### config.mk
export PLATFORM = sky130hd
export DESIGN_NAME = dequantized_score_top3_selector_core_flat
export DESIGN_NICKNAME = d
export VERILOG_FILES = /design/src/design/dsts_pkg.sv /design/src/design/dsts_if.sv /design/src/design/dsts_queue.sv /design/src/design/dsts_front.sv /design/src/design/dsts_back.sv /design/src/design/dequantized_score_top3_selector_core.sv /design/src/flat_wrapper.sv
export SDC_FILE = /design/constraint.sdc
export NUM_CORES = 2
export LEC_CHECK = 0
export BUFFER_PORTS_ARGS = -buffer_cell sky130_fd_sc_hd__buf_2
export CORE_ASPECT_RATIO = 1.5
export CORE_MARGIN = 5
export CORE_UTILIZATION = 55
export CTS_BUF_LIST = sky130_fd_sc_hd__clkbuf_8 sky130_fd_sc_hd__clkbuf_16
export DETAILED_ROUTE_END_ITERATION = 6
export PLACE_DENSITY = 0.73
export SYNTH_ARGS = -nofsm -noshare
export SYNTH_HDL_FRONTEND = slang
export SYNTH_SLANG_ARGS = --single-unit
### constraint.sdc
create_clock -name clk_i -period 11.6 [get_ports clk_i]
set_input_delay 2.32 -clock clk_i [delete_from_list [all_inputs] [get_ports clk_i]]
set_output_delay 2.32 -clock clk_i [all_outputs]
set_load 0.03 [all_outputs]
### src/design/dsts_pkg.sv
// Shared types and constants of the dequantized score top-3 selector.
package dsts_pkg;

  localparam int CFG_IDX_W   = 2;
  localparam int CFG_DATA_W  = 32;
  localparam int SCORE_W     = 48;
  localparam int CLASS_W     = 5;
  localparam int NUM_SLOTS   = 3;
  localparam int QUEUE_DEPTH = 2;

  typedef enum logic [1:0] {
    MODE_INT8  = 2'd0,
    MODE_UINT8 = 2'd1,
    MODE_RAW   = 2'd2,
    MODE_ZERO  = 2'd3
  } score_mode_e;

  localparam logic [CFG_IDX_W-1:0] REG_SCORE_MODE = 2'd0;
  localparam logic [CFG_IDX_W-1:0] REG_ZP_OFFSET  = 2'd1;
  localparam logic [CFG_IDX_W-1:0] REG_SCALE      = 2'd2;

  localparam logic [31:0]        SCALE_RESET = 32'd16777216;
  localparam logic [CLASS_W-1:0] CLASS_NONE  = '1;

  typedef struct packed {
    score_mode_e        mode;
    logic signed [8:0]  zp_offset;
    logic [31:0]        scale;
  } cfg_t;

  typedef struct packed {
    logic signed [SCORE_W-1:0] score;
    logic [CLASS_W-1:0]        cls;
    logic                      rank;
    logic                      last;
  } entry_t;

  typedef struct packed {
    logic not_empty;
    logic not_full;
  } queue_stat_t;

endpackage

### src/design/dsts_if.sv
// Channel interfaces: score input, top-3 result output and register writes.
interface dsts_in_if;
  logic                                 valid;
  logic                                 ready;
  logic signed [8:0]                    q_value;
  logic signed [dsts_pkg::SCORE_W-1:0]  raw_score;
  logic                                 last_element;

  modport source (output valid, q_value, raw_score, last_element, input ready);
  modport sink   (input valid, q_value, raw_score, last_element, output ready);
endinterface

interface dsts_out_if;
  logic                                 valid;
  logic                                 ready;
  logic signed [dsts_pkg::CLASS_W-1:0]  first_class;
  logic signed [dsts_pkg::SCORE_W-1:0]  first_score;
  logic signed [dsts_pkg::CLASS_W-1:0]  second_class;
  logic signed [dsts_pkg::SCORE_W-1:0]  second_score;
  logic signed [dsts_pkg::CLASS_W-1:0]  third_class;
  logic signed [dsts_pkg::SCORE_W-1:0]  third_score;

  modport source (output valid, first_class, first_score, second_class, second_score,
                  third_class, third_score, input ready);
  modport sink   (input valid, first_class, first_score, second_class, second_score,
                  third_class, third_score, output ready);
endinterface

interface dsts_cfg_if;
  logic                               valid;
  logic                               ready;
  logic [dsts_pkg::CFG_IDX_W-1:0]     reg_index;
  logic [dsts_pkg::CFG_DATA_W-1:0]    wr_data;

  modport source (output valid, reg_index, wr_data, input ready);
  modport sink   (input valid, reg_index, wr_data, output ready);
endinterface

### src/design/dsts_queue.sv
// Short queue of dequantized, classified scores between front and back.
module dsts_queue (
  input  logic                   clk_i,
  input  logic                   rst_ni,
  input  logic                   push_i,
  input  dsts_pkg::entry_t       entry_i,
  input  logic                   pop_i,
  output dsts_pkg::entry_t       entry_o,
  output dsts_pkg::queue_stat_t  stat_o
);

  localparam int PtrW = (dsts_pkg::QUEUE_DEPTH > 1) ? $clog2(dsts_pkg::QUEUE_DEPTH) : 1;
  localparam int CntW = $clog2(dsts_pkg::QUEUE_DEPTH + 1);
  localparam logic [PtrW-1:0] PtrLast = PtrW'(dsts_pkg::QUEUE_DEPTH - 1);

  dsts_pkg::entry_t mem_q [dsts_pkg::QUEUE_DEPTH];
  logic [PtrW-1:0]  wr_ptr_q, wr_ptr_d;
  logic [PtrW-1:0]  rd_ptr_q, rd_ptr_d;
  logic [CntW-1:0]  cnt_q, cnt_d;

  always_comb begin
    wr_ptr_d = wr_ptr_q;
    rd_ptr_d = rd_ptr_q;
    cnt_d    = cnt_q;
    if (push_i) begin
      wr_ptr_d = (wr_ptr_q == PtrLast) ? '0 : wr_ptr_q + 1'b1;
    end
    if (pop_i) begin
      rd_ptr_d = (rd_ptr_q == PtrLast) ? '0 : rd_ptr_q + 1'b1;
    end
    if (push_i && !pop_i) begin
      cnt_d = cnt_q + 1'b1;
    end else if (pop_i && !push_i) begin
      cnt_d = cnt_q - 1'b1;
    end
  end

  always_ff @(posedge clk_i or negedge rst_ni) begin
    if (!rst_ni) begin
      wr_ptr_q <= '0;
      rd_ptr_q <= '0;
      cnt_q    <= '0;
    end else begin
      wr_ptr_q <= wr_ptr_d;
      rd_ptr_q <= rd_ptr_d;
      cnt_q    <= cnt_d;
    end
  end

  always_ff @(posedge clk_i) begin
    if (push_i) begin
      mem_q[wr_ptr_q] <= entry_i;
    end
  end

  assign entry_o          = mem_q[rd_ptr_q];
  assign stat_o.not_empty = (cnt_q != '0);
  assign stat_o.not_full  = (cnt_q != CntW'(dsts_pkg::QUEUE_DEPTH));

endmodule

### src/design/dsts_front.sv
// Front end: accepts scores, dequantizes them and tags class index and rank.
module dsts_front #(
  parameter int MAX_CLASSES = 16
) (
  input  logic                   clk_i,
  input  logic                   rst_ni,
  dsts_in_if.sink                in_i,
  input  dsts_pkg::cfg_t         cfg_i,
  input  dsts_pkg::queue_stat_t  stat_i,
  output logic                   push_o,
  output dsts_pkg::entry_t       entry_o
);

  localparam int IdxW = $clog2(MAX_CLASSES + 1);

  logic [IdxW-1:0]                     idx_q, idx_d;
  logic                                rank;
  logic signed [8:0]                   qv;
  logic signed [9:0]                   diff;
  logic signed [42:0]                  prod;
  logic signed [dsts_pkg::SCORE_W-1:0] score;

  assign in_i.ready = stat_i.not_full;
  assign push_o     = in_i.valid && stat_i.not_full;

  // int8 reads the low byte as signed, uint8 as unsigned
  assign qv   = (cfg_i.mode == dsts_pkg::MODE_INT8) ?
                {in_i.q_value[7], in_i.q_value[7:0]} : {1'b0, in_i.q_value[7:0]};
  assign diff = {qv[8], qv} - {cfg_i.zp_offset[8], cfg_i.zp_offset};
  assign prod = diff * $signed({1'b0, cfg_i.scale});

  always_comb begin
    case (cfg_i.mode)
      dsts_pkg::MODE_INT8,
      dsts_pkg::MODE_UINT8: score = {{(dsts_pkg::SCORE_W - 43){prod[42]}}, prod};
      dsts_pkg::MODE_RAW:   score = in_i.raw_score;
      default:              score = '0;
    endcase
  end

  assign rank = (idx_q < IdxW'(MAX_CLASSES));

  always_comb begin
    idx_d = idx_q;
    if (push_o) begin
      if (in_i.last_element) begin
        idx_d = '0;
      end else if (rank) begin
        idx_d = idx_q + 1'b1;
      end
    end
  end

  always_ff @(posedge clk_i or negedge rst_ni) begin
    if (!rst_ni) begin
      idx_q <= '0;
    end else begin
      idx_q <= idx_d;
    end
  end

  assign entry_o.score = score;
  assign entry_o.cls   = dsts_pkg::CLASS_W'(idx_q);
  assign entry_o.rank  = rank;
  assign entry_o.last  = in_i.last_element;

endmodule

### src/design/dsts_back.sv
// Back end: keeps the sorted best-three list and emits it on the last element.
module dsts_back (
  input  logic                   clk_i,
  input  logic                   rst_ni,
  input  dsts_pkg::entry_t       entry_i,
  input  dsts_pkg::queue_stat_t  stat_i,
  output logic                   pop_o,
  dsts_out_if.source             res_o
);

  localparam int NS = dsts_pkg::NUM_SLOTS;

  logic signed [dsts_pkg::SCORE_W-1:0] score_q   [NS];
  logic [dsts_pkg::CLASS_W-1:0]        cls_q     [NS];
  logic                                filled_q  [NS];
  logic signed [dsts_pkg::SCORE_W-1:0] prev_score[NS];
  logic [dsts_pkg::CLASS_W-1:0]        prev_cls  [NS];
  logic                                prev_fill [NS];
  logic signed [dsts_pkg::SCORE_W-1:0] score_d   [NS];
  logic [dsts_pkg::CLASS_W-1:0]        cls_d     [NS];
  logic                                filled_d  [NS];
  logic [NS-1:0]                       ins;

  logic signed [dsts_pkg::SCORE_W-1:0] res_score_q[NS];
  logic [dsts_pkg::CLASS_W-1:0]        res_cls_q  [NS];
  logic                                out_valid_q, out_valid_d;

  // Hold a finished result until taken; other elements may still flow
  assign pop_o = stat_i.not_empty && (!entry_i.last || !out_valid_q || res_o.ready);

  always_comb begin
    for (int k = 0; k < NS; k++) begin
      ins[k] = entry_i.rank && (!filled_q[k] || (entry_i.score > score_q[k]));
      if (k == 0) begin
        prev_score[k] = score_q[k];
        prev_cls[k]   = cls_q[k];
        prev_fill[k]  = filled_q[k];
      end else begin
        prev_score[k] = score_q[k-1];
        prev_cls[k]   = cls_q[k-1];
        prev_fill[k]  = filled_q[k-1];
      end
    end
  end

  // Slots beaten by the new score form a suffix: insert at its head, shift the rest down
  always_comb begin
    logic taken;
    taken = 1'b0;
    for (int k = 0; k < NS; k++) begin
      if (ins[k] && !taken) begin
        score_d[k]  = entry_i.score;
        cls_d[k]    = entry_i.cls;
        filled_d[k] = 1'b1;
      end else if (ins[k]) begin
        score_d[k]  = prev_score[k];
        cls_d[k]    = prev_cls[k];
        filled_d[k] = prev_fill[k];
      end else begin
        score_d[k]  = score_q[k];
        cls_d[k]    = cls_q[k];
        filled_d[k] = filled_q[k];
      end
      taken = taken | ins[k];
    end
  end

  always_comb begin
    out_valid_d = out_valid_q;
    if (pop_o && entry_i.last) begin
      out_valid_d = 1'b1;
    end else if (res_o.ready) begin
      out_valid_d = 1'b0;
    end
  end

  always_ff @(posedge clk_i or negedge rst_ni) begin
    if (!rst_ni) begin
      out_valid_q <= 1'b0;
      for (int k = 0; k < NS; k++) begin
        score_q[k]  <= '0;
        cls_q[k]    <= dsts_pkg::CLASS_NONE;
        filled_q[k] <= 1'b0;
      end
    end else begin
      out_valid_q <= out_valid_d;
      if (pop_o) begin
        for (int k = 0; k < NS; k++) begin
          if (entry_i.last) begin
            score_q[k]  <= '0;
            cls_q[k]    <= dsts_pkg::CLASS_NONE;
            filled_q[k] <= 1'b0;
          end else begin
            score_q[k]  <= score_d[k];
            cls_q[k]    <= cls_d[k];
            filled_q[k] <= filled_d[k];
          end
        end
      end
    end
  end

  always_ff @(posedge clk_i) begin
    if (pop_o && entry_i.last) begin
      for (int k = 0; k < NS; k++) begin
        res_score_q[k] <= score_d[k];
        res_cls_q[k]   <= cls_d[k];
      end
    end
  end

  assign res_o.valid        = out_valid_q;
  assign res_o.first_class  = res_cls_q[0];
  assign res_o.first_score  = res_score_q[0];
  assign res_o.second_class = res_cls_q[1];
  assign res_o.second_score = res_score_q[1];
  assign res_o.third_class  = res_cls_q[2];
  assign res_o.third_score  = res_score_q[2];

endmodule

### src/design/dequantized_score_top3_selector_core.sv
// Results are registered; one 10x33 multiply in the front, one insert in the back.
// Throughput: 1 element per cycle while the queue has room.
// A pending result stalls only last elements; the 2-entry queue absorbs the rest.
// Reset (async, active low): list empty, element index 0, score_mode int8,
// zero point 0, scale 1.0; no clearing pass.
module dequantized_score_top3_selector_core #(
  parameter int MAX_CLASSES = 16
) (
  input  logic        clk_i,
  input  logic        rst_ni,
  dsts_in_if.sink     in_i,
  dsts_cfg_if.sink    cfg_i,
  dsts_out_if.source  res_o
);

  dsts_pkg::cfg_t        cfg_q;
  dsts_pkg::entry_t      push_entry;
  dsts_pkg::entry_t      head_entry;
  dsts_pkg::queue_stat_t stat;
  logic                  push;
  logic                  pop;

  assign cfg_i.ready = 1'b1;

  always_ff @(posedge clk_i or negedge rst_ni) begin
    if (!rst_ni) begin
      cfg_q.mode      <= dsts_pkg::MODE_INT8;
      cfg_q.zp_offset <= '0;
      cfg_q.scale     <= dsts_pkg::SCALE_RESET;
    end else if (cfg_i.valid) begin
      case (cfg_i.reg_index)
        dsts_pkg::REG_SCORE_MODE: cfg_q.mode <= dsts_pkg::score_mode_e'(cfg_i.wr_data[1:0]);
        dsts_pkg::REG_ZP_OFFSET:  cfg_q.zp_offset <= cfg_i.wr_data[8:0];
        dsts_pkg::REG_SCALE:      cfg_q.scale <= cfg_i.wr_data[31:0];
        default: ;
      endcase
    end
  end

  dsts_front #(
    .MAX_CLASSES(MAX_CLASSES)
  ) u_front (
    .clk_i  (clk_i),
    .rst_ni (rst_ni),
    .in_i   (in_i),
    .cfg_i  (cfg_q),
    .stat_i (stat),
    .push_o (push),
    .entry_o(push_entry)
  );

  dsts_queue u_queue (
    .clk_i  (clk_i),
    .rst_ni (rst_ni),
    .push_i (push),
    .entry_i(push_entry),
    .pop_i  (pop),
    .entry_o(head_entry),
    .stat_o (stat)
  );

  dsts_back u_back (
    .clk_i  (clk_i),
    .rst_ni (rst_ni),
    .entry_i(head_entry),
    .stat_i (stat),
    .pop_o  (pop),
    .res_o  (res_o)
  );

  a_push_lands: assert property (@(posedge clk_i) disable iff (!rst_ni)
    (in_i.valid && in_i.ready) |=> stat.not_empty)
    else $error("accepted element missing from queue");

  a_pop_nonempty: assert property (@(posedge clk_i) disable iff (!rst_ni)
    pop |-> stat.not_empty)
    else $error("pop from empty queue");

  a_result_from_last: assert property (@(posedge clk_i) disable iff (!rst_ni)
    $rose(res_o.valid) |-> $past(pop && head_entry.last))
    else $error("result raised without a last element");

endmodule

### src/flat_wrapper.sv
// flat-port wrapper written by rule: the top's interface ports become plain ports
module dequantized_score_top3_selector_core_flat 
#(
  parameter int MAX_CLASSES = 16
)
  (clk_i, rst_ni, in_i_valid, in_i_q_value, in_i_raw_score, in_i_last_element, in_i_ready, cfg_i_valid, cfg_i_reg_index, cfg_i_wr_data, cfg_i_ready, res_o_valid, res_o_first_class, res_o_first_score, res_o_second_class, res_o_second_score, res_o_third_class, res_o_third_score, res_o_ready);
  dsts_in_if in_i_i ();
  dsts_cfg_if cfg_i_i ();
  dsts_out_if res_o_i ();
  input  logic clk_i;
  input  logic rst_ni;
  input wire logic [$bits(in_i_i.valid)-1:0] in_i_valid;
  input wire logic [$bits(in_i_i.q_value)-1:0] in_i_q_value;
  input wire logic [$bits(in_i_i.raw_score)-1:0] in_i_raw_score;
  input wire logic [$bits(in_i_i.last_element)-1:0] in_i_last_element;
  output wire logic [$bits(in_i_i.ready)-1:0] in_i_ready;
  input wire logic [$bits(cfg_i_i.valid)-1:0] cfg_i_valid;
  input wire logic [$bits(cfg_i_i.reg_index)-1:0] cfg_i_reg_index;
  input wire logic [$bits(cfg_i_i.wr_data)-1:0] cfg_i_wr_data;
  output wire logic [$bits(cfg_i_i.ready)-1:0] cfg_i_ready;
  output wire logic [$bits(res_o_i.valid)-1:0] res_o_valid;
  output wire logic [$bits(res_o_i.first_class)-1:0] res_o_first_class;
  output wire logic [$bits(res_o_i.first_score)-1:0] res_o_first_score;
  output wire logic [$bits(res_o_i.second_class)-1:0] res_o_second_class;
  output wire logic [$bits(res_o_i.second_score)-1:0] res_o_second_score;
  output wire logic [$bits(res_o_i.third_class)-1:0] res_o_third_class;
  output wire logic [$bits(res_o_i.third_score)-1:0] res_o_third_score;
  input wire logic [$bits(res_o_i.ready)-1:0] res_o_ready;
  assign in_i_i.valid = in_i_valid;
  assign in_i_i.q_value = in_i_q_value;
  assign in_i_i.raw_score = in_i_raw_score;
  assign in_i_i.last_element = in_i_last_element;
  assign in_i_ready = in_i_i.ready;
  assign cfg_i_i.valid = cfg_i_valid;
  assign cfg_i_i.reg_index = cfg_i_reg_index;
  assign cfg_i_i.wr_data = cfg_i_wr_data;
  assign cfg_i_ready = cfg_i_i.ready;
  assign res_o_valid = res_o_i.valid;
  assign res_o_first_class = res_o_i.first_class;
  assign res_o_first_score = res_o_i.first_score;
  assign res_o_second_class = res_o_i.second_class;
  assign res_o_second_score = res_o_i.second_score;
  assign res_o_third_class = res_o_i.third_class;
  assign res_o_third_score = res_o_i.third_score;
  assign res_o_i.ready = res_o_ready;
  dequantized_score_top3_selector_core #(.MAX_CLASSES(MAX_CLASSES)) u_core (.clk_i(clk_i), .rst_ni(rst_ni), .in_i(in_i_i), .cfg_i(cfg_i_i), .res_o(res_o_i));
endmodule
-- Word level (Yosys, flattened, before mapping)
Memory sizes are Yosys's and may differ from the RTL's.
Cells that the tools add are included.
- add/subtract/negate cells: 6
- multiply operators: 1
- magnitude comparators: 4
- eq/ne operators: 5
- mux-type cells: 38
- bitwise gates (word level): 1
- reduce and logical (&&, ||, !) cells: 41
- operators by type and width (cell ; count):
    $mux W48 ; 8
    $gt A48 B48 Y1 ; 3
    $pmux W48 S2 ; 1
    $mux W5 ; 10
    $mul A10 B33 Y43 ; 1
    $mux W1 ; 16
    $reduce_and A2 Y1 ; 7
    $logic_and A1 B1 Y1 ; 10
    $reduce_bool A2 Y1 ; 5
    $sub A9 B9 Y10 ; 1
    $logic_not A1 Y1 ; 9
    $mux W9 ; 1
    $reduce_bool A3 Y1 ; 2
    $add A5 B1 Y5 const B ; 1
    $logic_or A1 B1 Y1 ; 5
    $lt A5 B5 Y1 const B ; 1
    $eq A2 B1 Y1 const B ; 2
    $eq A2 B2 Y1 const B ; 2
    $logic_not A2 Y1 ; 2
    $mux W2 ; 2
    $add A1 B1 Y1 const B ; 2
    $add A2 B1 Y2 const B ; 1
    $ne A2 B2 Y1 const B ; 1
    $reduce_or A2 Y1 ; 1
    2 further kinds ; 2
- register bits: 215
- bits in writable memories: 269
- input port bits: 97
- output and inout bits: 162
- logic and storage cells: 116
- memories: 3
- memory list (name ; depth ; bits a word ; rd ports ; clocked after memory_dff ; write ports ; line ; source):
    u_core.u_back.res_score_q ; 3 ; 48 ; 3 ; 0 ; 3 ; dsts_back.sv:24 ; logic signed [dsts_pkg::SCORE_W-1:0] res_score_q[NS];
    u_core.u_queue.mem_q ; 2 ; 55 ; 1 ; 0 ; 1 ; dsts_queue.sv:16 ; dsts_pkg::entry_t mem_q [dsts_pkg::QUEUE_DEPTH];
    u_core.u_back.res_cls_q ; 3 ; 5 ; 3 ; 0 ; 3 ; dsts_back.sv:25 ; logic [dsts_pkg::CLASS_W-1:0] res_cls_q [NS];

-- Logic depth before layout (Yosys ltp)
An unclocked memory read counts as a cell.
- depth after elaboration: 9
- gate-level depth with buffers: 33
- depth with buffers taken out: 31

-- Cells and area by module
A second synthesis with hierarchy kept.
- cell total of the unflattened synthesis: 3396
- area, all modules: 35545.3 um^2
- by module, submodules not included (module ; instances ; cells each ; area an instance (um^2) ; sequential area each (um^2)):
    dsts_back ; 1 ; 1536 ; 16853.7 ; 8872.3
    dsts_front ; 1 ; 1579 ; 12610.8 ; 125.1
    dsts_queue ; 1 ; 187 ; 4322.9 ; 3403.3
    dequantized_score_top3_selector_core ; 1 ; 94 ; 1757.9 ; 1077.3

-- Worst setup path after synthesis
No wires, ideal clock.
- path kind: in2reg
- start: input port res_o_ready
- end: memory u_core.u_back.res_cls_q[0][0] (netlist name) (enable)
- setup time: 682 ps
- arrival: 9672 ps
- required time: 10918 ps
- path slack: 1246 ps
- stages: 6
- path buffers: 1
- cells stage by stage: nand2b_1 > nor2_1 > nor2_1 > clkbuf_1 > inv_1 > nor2_1
- RTL lines (item ; line ; source):
    start, declared ; flat_wrapper.sv:28 ; input wire logic [$bits(res_o_i.ready)-1:0] res_o_ready;
    end, declared ; dsts_back.sv:25 ;

==> run_summary.xml <==
<?xml version="1.0" encoding="UTF-8"?>
<metrics>
  <group name="setup_path">
    <metric name="startpoint_type" unit="">primary input</metric>
    <metric name="timing_worst_setup_path_type" unit="">primary input to register</metric>
    <metric name="regToRegSetupSlack" unit="ns">2.73</metric>
    <metric name="worst_setup_path_startpoint" unit="">in_i_q_value[1]</metric>
    <metric name="worstReg2RegEnd" unit="">u_core.u_queue.mem_q[0][54]</metric>
    <metric name="crit_cells" unit="">29</metric>
    <metric name="cp.required" unit="ns">11.90</metric>
    <metric name="setup.worst_path.end_class" unit="">register</metric>
    <metric name="critical_path.max_fanout" unit="">17</metric>
    <metric name="critPathArrivalTime" unit="ns">10.59</metric>
    <metric name="rr_startpoint" unit="">u_core.cfg_q[33]</metric>
    <metric name="critical_path.n_buffers_inverters" unit="">5</metric>
    <metric name="crit_path_end" unit="">u_core.u_queue.mem_q[0][54]</metric>
    <metric name="timing.reg2reg.worst_path_depth" unit="">29</metric>
    <metric name="critical-path-max-stage-delay" unit="ns">0.90</metric>
    <metric name="crit_top_cell" unit="">fa_1</metric>
    <metric name="critPathTopFamily" unit="">adder cells</metric>
    <metric name="timing.critical_path.slowest_stage_cell" unit="">nor2_1</metric>
  </group>
  <group name="logic_synthesis">
    <metric name="synth.yosys.seq_area_share" unit="">0.3789</metric>
    <metric name="synthMuxAreaShare" unit="">0.06480</metric>
    <metric name="synth_area_per_cell" unit="sq um">10.28</metric>
    <metric name="post_synth_instance_area" unit="sq um">35570</metric>
    <metric name="synth_common_cells" unit="">inv_1, a21oi_1, edfxtp_1, ha_1, nand2_1</metric>
    <metric name="post_synth_simple_gate_area" unit="">0.1042</metric>
    <metric name="synthCells" unit="">3461</metric>
    <metric name="synthesis.nets" unit="">4063</metric>
    <metric name="library_cell_with_the_highest_instance_count_after_synthesis" unit="">inv_1</metric>
    <metric name="synth_edf_count" unit="">269</metric>
    <metric name="synth_area_leader_cell" unit="">edfxtp_1</metric>
    <metric name="dominantRegCellSynth" unit="">edfxtp_1</metric>
    <metric name="synth.distinct_cells" unit="">71</metric>
    <metric name="synth-xor-area-share" unit="">0.01084</metric>
    <metric name="synth_compound_area_frac" unit="">0.1385</metric>
    <metric name="synth_top_family_by_area" unit="">adder cells</metric>
    <metric name="yosys_warnings" unit="">0</metric>
    <metric name="ys_top_cells_by_area" unit="">edfxtp_1, dfrtp_1, fa_1</metric>
    <metric name="synth_async_sr_flop_share" unit="">0.4442</metric>
    <metric name="postSynthRegisterBits" unit="">484</metric>
    <metric name="netlist.area_leader.share" unit="">0.2271</metric>
    <metric name="post_synth_fa_ha_maj_area_fraction" unit="">0.2283</metric>
  </group>
  <group name="timing">
    <metric name="setup_viol" unit="">0</metric>
    <metric name="clock-skew-final" unit="ns">0.02329</metric>
    <metric name="final.min_clock_period" unit="ns">10.30</metric>
    <metric name="max_freq" unit="MHz">97.13</metric>
    <metric name="worstMarginPinSlew" unit="ns">1.254</metric>
    <metric name="setup_repair_after_global_routing_missed_its_margin" unit="">no</metric>
    <metric name="setup-tns-final" unit="ns">0</metric>
    <metric name="slew-limit-headroom" unit="">0.1595</metric>
    <metric name="report.final.slew_viol_count" unit="">0</metric>
    <metric name="hold_viol" unit="">0</metric>
    <metric name="layout_worst_path_cycle_share" unit="">0.8875</metric>
  </group>
  <group name="routing">
    <metric name="detail_route.wirelength" unit="um">94430</metric>
    <metric name="remaining_drc_errors" unit="">0</metric>
    <metric name="drtPass1Iterations" unit="">7</metric>
    <metric name="drtAntennaViolNets" unit="">0</metric>
    <metric name="viasPerCell" unit="">5.841</metric>
    <metric name="routed-via-count" unit="">26395</metric>
    <metric name="dr.first_iter.drc_count" unit="">1810</metric>
    <metric name="wl_per_cell" unit="um">20.90</metric>
  </group>
  <group name="grt">
    <metric name="first_global_vias" unit="">27457</metric>
    <metric name="first_pass_grt_wire_length" unit="um">148900</metric>
    <metric name="antenna_found_initial" unit="">1</metric>
    <metric name="grt_start_max_net_pins" unit="">160</metric>
    <metric name="grt_overflow_total" unit="">0</metric>
    <metric name="track_usage" unit="">0.2696</metric>
  </group>
  <group name="floorplan">
    <metric name="io_pins" unit="">259</metric>
    <metric name="fp.dieArea" unit="sq um">69960</metric>
    <metric name="core_region_area" unit="sq um">64330</metric>
    <metric name="die_x" unit="um">217.6</metric>
    <metric name="core.rowCount" unit="">114</metric>
    <metric name="initial_utilization" unit="">0.5529</metric>
    <metric name="chipHeight" unit="um">321.4</metric>
  </group>
  <group name="clocking">
    <metric name="cts_setup_buffers" unit="">0</metric>
    <metric name="ctsRootBufferMaster" unit="">clkbuf_16</metric>
    <metric name="cts_hold_buf" unit="">0</metric>
    <metric name="clock_tree.htree_level_count" unit="">2</metric>
    <metric name="clk-insertion-delay-late" unit="ns">0.61</metric>
    <metric name="tritoncts_clock_tree" unit="">done</metric>
    <metric name="cts.clk_slew.worst_paths" unit="ns">0.07</metric>
    <metric name="clock_sink_count" unit="">484</metric>
    <metric name="post_cts_resized" unit="">0</metric>
    <metric name="clock_tree.buffer_depth" unit="">3</metric>
    <metric name="cts-buffers-inserted" unit="">46</metric>
  </group>
  <group name="placement">
    <metric name="io_buffer_count" unit="">256</metric>
    <metric name="gpl.final_weighted_congestion" unit="">0.9460</metric>
    <metric name="detailed_place_hpwl" unit="um">68970</metric>
  </group>
  <group name="layout">
    <metric name="fraction_of_layout_cells_with_a_size_suffix_above_1" unit="">0.1582</metric>
    <metric name="final_nets" unit="">4214</metric>
    <metric name="filler_cell_count" unit="">5296</metric>
    <metric name="syn_to_layout_area_delta" unit="%">10.10</metric>
  </group>
  <group name="status">
    <metric name="status" unit="">finished, final reports clean</metric>
  </group>
  <group name="worst_hold_path">
    <metric name="hold_path.class" unit="">register to register</metric>
    <metric name="hold_path.startpoint" unit="">u_core.u_back.cls_q[11]</metric>
  </group>
  <group name="job">
    <metric name="max-cap-violations" unit="">0</metric>
  </group>
</metrics>
cells by family after synthesis:
kind of cell / after synthesis
XOR/XNOR: 44
adder cells (fa/ha/maj): 505
buffers and inverters: 681
multiplexers: 212
flip-flops: 484
AND/OR/NAND/NOR: 758
other: 1
AO/OA/AOI/OAI: 776
routing by layer:
layer | part of all wire | track usage
met5 | 0 | 0
met4 | 0.057 | 0.1416
met3 | 0.062 | 0.03964
met1 | 0.38 | 0.3244
met2 | 0.50 | 0.4691
worst min path at each step:
| stage | end | slack, ns | cells past startpoint |
|---|---|---|---|
| 6_report | u_core.u_back.cls_q[11] | 0.49 | 2 |
| 5_1_grt | u_core.u_back.cls_q[14] | 0.51 | 2 |
| 4_1_cts | u_core.u_back.cls_q[11] | 0.48 | 2 |
| 3_5_place_dp | u_core.u_back.cls_q[11] | 0.47 | 2 |
| 3_3_place_gp | u_core.u_back.cls_q[11] | 0.47 | 2 |
| 2_1_floorplan | u_core.u_back.cls_q[10] | 0.46 | 2 |
placed cells by master, fill, tap and decap left out, types with 7 or more instances in the layout:
| cell type | n |
|---|---|
| o211ai_1 | 11 |
| nor2_4 | 7 |
| xnor2_1 | 21 |
| buf_4 | 41 |
| a21oi_1 | 298 |
| dfstp_2 | 16 |
| xor2_1 | 21 |
| nand4_1 | 34 |
| a22o_1 | 100 |
| ha_1 | 265 |
| mux2i_1 | 66 |
| and3_1 | 9 |
| a31oi_1 | 8 |
| o22ai_1 | 45 |
| inv_1 | 491 |
| or2_2 | 11 |
| a211oi_1 | 10 |
| nor2b_1 | 42 |
| nand3_1 | 22 |
| fa_1 | 240 |
| a21boi_0 | 9 |
| o21ai_0 | 131 |
| dfrtp_1 | 198 |
| clkbuf_16 | 46 |
| nand2_1 | 258 |
| nor2_1 | 135 |
| a21o_1 | 37 |
| o31ai_1 | 48 |
| nor3_1 | 34 |
| a22oi_1 | 7 |
| buf_2 | 255 |
| and2_1 | 136 |
| nand2b_1 | 36 |
| edfxtp_1 | 269 |
| mux2_2 | 146 |
per-stage QoR:
step	std cells	setup WS [ns]	util	hold slack [ns]	instance area, sq um
floorplan	3461	1.246	-	0.4580	35570
global placement	4434	0.8534	0.5849	0.4664	37630
detailed placement	4434	0.7305	0.5849	0.4679	37630
CTS	4518	1.366	0.6087	0.4824	39160
global route	4519	0.7337	0.6087	0.5094	39160
finish	4519	1.305	0.6087	0.4873	39160
registers in the layout (all words and copies together), names as in the netlist:
| signal | cells |
|---|---|
| u_core.u_queue.rd_ptr_q | 1 |
| u_core.u_queue.wr_ptr_q | 1 |
| u_core.u_back.res_cls_q | 15 |
| u_core.u_back.score_q | 48 |
| u_core.u_back.res_score_q | 144 |
| u_core.u_queue.mem_q | 110 |
| u_core.u_back.res_o.valid | 1 |
| u_core.u_back.cls_q | 15 |
| u_core.u_queue.cnt_q | 2 |
| u_core.cfg_q | 43 |
| u_core.u_front.idx_q | 5 |
| u_core.u_back.filled_q | 3 |
| u_core.u_back.prev_score | 96 |
cell type report:
cell class                      count  area, sq um  share of cell area
Antenna cell                        1        2.502          0.00006390
Clock buffer                       46         1151             0.02940
Clock inverter                     38        376.6            0.009618
Inverter                          486         1824             0.04659
Multi-Input combinational cell   2296        19620              0.5010
Sequential cell                   484        13480              0.3442
Tap cell                          870         1089             0.02780
Timing Repair Buffer              298         1619             0.04135
worst register-to-register path, delay by kind of cell, from the launching register on:
kind	cells	cell delay (ns)
AND/OR/NAND/NOR	4	1.39
adder cells (fa/ha/maj)	7	3.22
AO/OA/AOI/OAI	12	2.65
multiplexers	1	0.51
flip-flops	1	0.38
buffers and inverters	5	0.39
Power is left out: the tool's default activity adds up to more than one toggle a clock period on the data nets, which glitch-free logic cannot reach.
